`src/pde_pkg.sv`:
```
// ----------------------------------------------------------------------------
// pde_pkg: shared types and constants
// Phase codes, opcode codes, mode codes, fault codes and the request/result payloads.
// ----------------------------------------------------------------------------
package pde_pkg;

  localparam int unsigned BLOCK_DEPTH_DEF = 256;

  typedef enum logic [3:0] {
    PH_IDLE   = 4'd0,
    PH_ARG    = 4'd1,
    PH_V2     = 4'd2,
    PH_V3     = 4'd3,
    PH_LOAD   = 4'd4,
    PH_ZERO   = 4'd5,
    PH_REPLAY = 4'd6,
    PH_CUSTOM = 4'd7
  } phase_t;

  localparam logic [1:0] OP_PUSH    = 2'd0;
  localparam logic [1:0] OP_PULL    = 2'd1;
  localparam logic [1:0] OP_RESTART = 2'd2;
  localparam logic [1:0] OP_NOP     = 2'd3;

  localparam logic [2:0] MD_ZERO   = 3'd0;
  localparam logic [2:0] MD_COPY   = 3'd1;
  localparam logic [2:0] MD_REPEAT = 3'd2;
  localparam logic [2:0] MD_ILV    = 3'd3;
  localparam logic [2:0] MD_ZILV   = 3'd4;
  localparam logic [2:0] MD_RSV5   = 3'd5;
  localparam logic [2:0] MD_RSV6   = 3'd6;
  localparam logic [2:0] MD_RSV7   = 3'd7;

  localparam logic [1:0] FLT_NONE  = 2'd0;
  localparam logic [1:0] FLT_UNDEF = 2'd1;
  localparam logic [1:0] FLT_BIG   = 2'd2;

  typedef struct packed {
    logic [1:0] op;
    logic [7:0] packed_byte;
  } req_t;

  typedef struct packed {
    logic       accepted;
    logic       out_valid;
    logic [7:0] out_byte;
    logic       piece_end;
    logic       at_boundary;
    logic [1:0] fault;
  } res_t;

endpackage

```
`src/pde_store.sv`:
```
// ----------------------------------------------------------------------------
// pde_store: common block buffer
// One write port and one registered read port.
// ----------------------------------------------------------------------------
module pde_store #(
  parameter int unsigned DEPTH = pde_pkg::BLOCK_DEPTH_DEF,
  localparam int unsigned AW = $clog2(DEPTH)
) (
  input  logic          clk,
  input  logic          wr_en,
  input  logic [AW-1:0] wr_addr,
  input  logic [7:0]    wr_data,
  input  logic          rd_en,
  input  logic [AW-1:0] rd_addr,
  output logic [7:0]    rd_data
);

  logic [7:0] mem [DEPTH];

  // Write port.
  always_ff @(posedge clk) begin
    if (wr_en) begin
      mem[wr_addr] <= wr_data;
    end
  end

  // Registered read port.
  always_ff @(posedge clk) begin
    if (rd_en) begin
      rd_data <= mem[rd_addr];
    end
  end

endmodule

```
`config.mk`:
```
export PLATFORM = sky130hd
export DESIGN_NAME = pde_store
export DESIGN_NICKNAME = d
export VERILOG_FILES = /design/src/pde_pkg.sv /design/src/pde_store.sv
export SDC_FILE = /design/constraint.sdc
export NUM_CORES = 2
export LEC_CHECK = 0
export BUFFER_PORTS_ARGS = -buffer_cell sky130_fd_sc_hd__buf_2
export CORE_MARGIN = 1
export CORE_UTILIZATION = 55
export CTS_BUF_LIST = sky130_fd_sc_hd__clkbuf_4 sky130_fd_sc_hd__clkbuf_8
export DETAILED_ROUTE_END_ITERATION = 8
export GPL_ROUTABILITY_DRIVEN = 0
export HOLD_SLACK_MARGIN = 0.02
export PLACE_DENSITY = 0.72
export SETUP_SLACK_MARGIN = 0.15
export SYNTH_ARGS = -nofsm -noshare
export SYNTH_HDL_FRONTEND = slang
export SYNTH_SLANG_ARGS = --single-unit
```
`constraint.sdc`:
```
create_clock -name clk -period 2.6 [get_ports clk]
set_input_delay 0.13 -clock clk [delete_from_list [all_inputs] [get_ports clk]]
set_output_delay 0.13 -clock clk [all_outputs]
set_load 0.05 [all_outputs]
```
==> impl_metrics.tcl <==
set metrics [dict create \
    synth_cell_types 54 \
    synth_warnings 0 \
    detail_route.iter0.violations 5114 \
    drive_above_1_share_pct 34.25 \
    die_y_um 382.5 \
    violations "DRC" \
    rsz0062_at_grt "true" \
    p_int_mw 51.94 \
    grt_pass1_wl_um 281700 \
    grt_pass1_vias 41810 \
    arrival_ps 3180 \
    worstHoldEndpoint "rd_data[3]" \
    nNetsFinal 4531 \
    start_util_pct 55.44 \
    r2r_slack_ps 160 \
    status "complete, but fails checks" \
    cts_root_buf "clkbuf_8" \
    dp.cells 6051 \
    cts_sinks 2056 \
    p_seq_share_pct 55.3 \
    syn-num-nets 3760 \
    portBuffers 34 \
    relSlewSlack_pct 35.35 \
    viasPerCell 6.288 \
    power_mw 66.22 \
    clkTransAtPathRegs_ps 60 \
    io_pins 35 \
    die-area_um2 146300 \
    synth_ff_type "edfxtp_1" \
    vdd_drop_max_uv 545.9 \
    core.rowCount 139 \
    netlist_area_um2 79640 \
    cts_buffers 332 \
    ys_ff_latch 2056 \
    fp.dieW_um 382.5 \
    drc 4 \
    clockBufferDepth 4 \
    htreeDepth 5 \
    p_sw_share_pct 21.56 \
    powerDensity_nw_per_um2 713.4 \
    period_share_pct 93.86 \
    p_comb_share_pct 5.7 \
    final_common_cell "edfxtp_1" \
    fmax_mhz 409.8 \
    leakagePower_nw 30.17 \
    synth_edf_count 2056 \
    async_reset_ff_share_pct 0 \
    cp.required_ps 3340 \
    min-delay-path-class "in -> reg" \
    final.setup_skew_ps 57.82 \
    place_hpwl_um 125200 \
    clock_power_share_pct 39.0 \
    fin_crit_ps 2440 \
    hp-start "rd_en" \
    track_usage_pct 26.86 \
    finalHoldViolCount 0 \
    route.detailed.wl_per_inst_um 29.37 \
    tightest_slew_ps 967.5 \
    maxCapViolations 0 \
    synth_seq_area_share_pct 77.53 \
    reg2regPathDepth 6 \
    antenna_found_initial 10 \
    grt-ovfl-total 0 \
    crit_type "reg -> reg" \
    crit_fanout 1 \
    grt_start_max_net_pins 106 \
    drv_slew 0 \
    core_um2 143700 \
    synth_cells 3733 \
    power.switching_mw 14.28 \
    syn2layout_area_growth_pct 16.55 \
    syn_avg_cell_area_um2 21.33 \
    r2r-end "rd_data[2]" \
    fin_cells 6622 \
    hold_depth 2 \
    end_kind "flip-flop" \
    startpoint_type "flip-flop" \
    clk_latency_ps 1010 \
    r2r_start "mem[66][2]" \
    vias 41640 \
    antenna_left 0 \
    cts_tree "done" \
    final_cell_mix "2056 x edfxtp_1, 544 x buf_4, 454 x mux4_2" \
    wl_um 194500 \
    setup_violations 0 \
    first_pass_iters 7 \
    post_cts_buffers 0 \
]
critical path: stages (launching register included):
cell	delay, ps
edfxtp_1	370
mux4_2	480
mux4_2	520
nor2b_4	170
nor4_4	350
buf_4	210
nor4_4	40
per-stage QoR:
step	setup TNS (ps)	hold WS (ps)	util (%)	worst slack (ps)	cell area (µm²)
after floorplan	0	228.9	-	393.9	79640
after global placement	-4085	552.7	60.13	-750.8	86370
after detailed placement	-4227	553.8	60.13	-809.2	86370
after CTS	0	28.05	64.53	133.8	92700
after global routing	0	69.85	64.60	89.23	92810
final	0	103.5	64.61	159.6	92820
per-layer routing:
layer / vias to the layer above / GRT usage [%] / wire length [µm]
li1: 17250 / - / -
met1: 21620 / 37.30 / 73850
met5: - / 0 / 87
met2: 2316 / 41.95 / 93350
met3: 450 / 5.726 / 19440
met4: 4 / 10.92 / 7729
synthesized netlist by cell type (3+ instances only):
library cell  count  area share [%]
o21ai_0          10           0.063
buf_4            27            0.25
nor2_1          282             1.3
o22a_1            5           0.055
nor4_2            3           0.047
edfxtp_1       2056              78
a221oi_1         13            0.14
nand4_1          10           0.079
mux4_2          454              13
buf_12            8            0.20
o32ai_1           4           0.044
a211oi_1         16            0.15
a22oi_1         133             1.3
nand2b_1          8           0.063
a21oi_1          96            0.60
buf_8            13            0.25
o22ai_1          28            0.22
nor2b_1          31            0.24
clkbuf_1        111            0.52
buf_1            22            0.10
nand3_1          34            0.21
o211ai_1         10           0.094
mux2i_1         134             1.7
nand2_1          33            0.16
nor3_1           22            0.14
and2_1            6           0.047
o221ai_1         46            0.51
buf_6            21            0.30
nor4_1           24            0.19
a22o_1            8           0.088
or2_2             4           0.031
buf_2            31            0.19
logic make-up after synthesis:
| kind of cell | share of synthesized area [%] |
|---|---|
| flops | 77.53 |
| compound gates | 3.416 |
| buf+inv | 1.829 |
| simple gates | 2.625 |
| mux | 14.60 |
registers in the layout, indices dropped and copies added (netlist names):
name and flops:
mem 2048, rd_data 8
how the worst max path moves through the flow:
stage                start    endpoint  slack, ps  depth (start not counted)
6_report        mem[66][2]  rd_data[2]        160                          6
3_5_place_dp    rd_addr[0]  rd_data[2]       -810                          9
3_3_place_gp    rd_addr[0]  rd_data[2]       -750                          9
5_1_grt        mem[143][4]  rd_data[4]         90                          7
4_1_cts         mem[66][3]  rd_data[3]        130                          8
2_1_floorplan   rd_addr[0]  rd_data[2]        390                          9
power groups by stage:
stage	logic (mW)	clock network, mW	registers, mW
2_1_floorplan	1.78	0	37.3
3_3_place_gp	3.64	0	37.3
3_5_place_dp	3.69	0	37.3
4_1_cts	3.76	26.2	36.6
5_1_grt	3.97	27.5	36.6
6_report	3.80	25.8	36.6
area by class of cell:
type	instances	area, µm²
fill	9318	50840
tap	1903	2381
antenna	9	22.52
inverter	2	7.507
clock buffer	421	5288
clock inverter	119	693.2
sequential	2056	61740
multi-input combinational	1442	16710
timing repair buffer	670	5981
what timing repair did:
item                                    in CTS  in global routing
endpoints found under the setup margin       8                 27
pin swaps                                    4                  6
endpoints found under the hold margin     2180                  0
gates resized for setup                     21                 18
hold buffers                                22                  0
No activity file was read; power rests on OpenSTA's default activity.
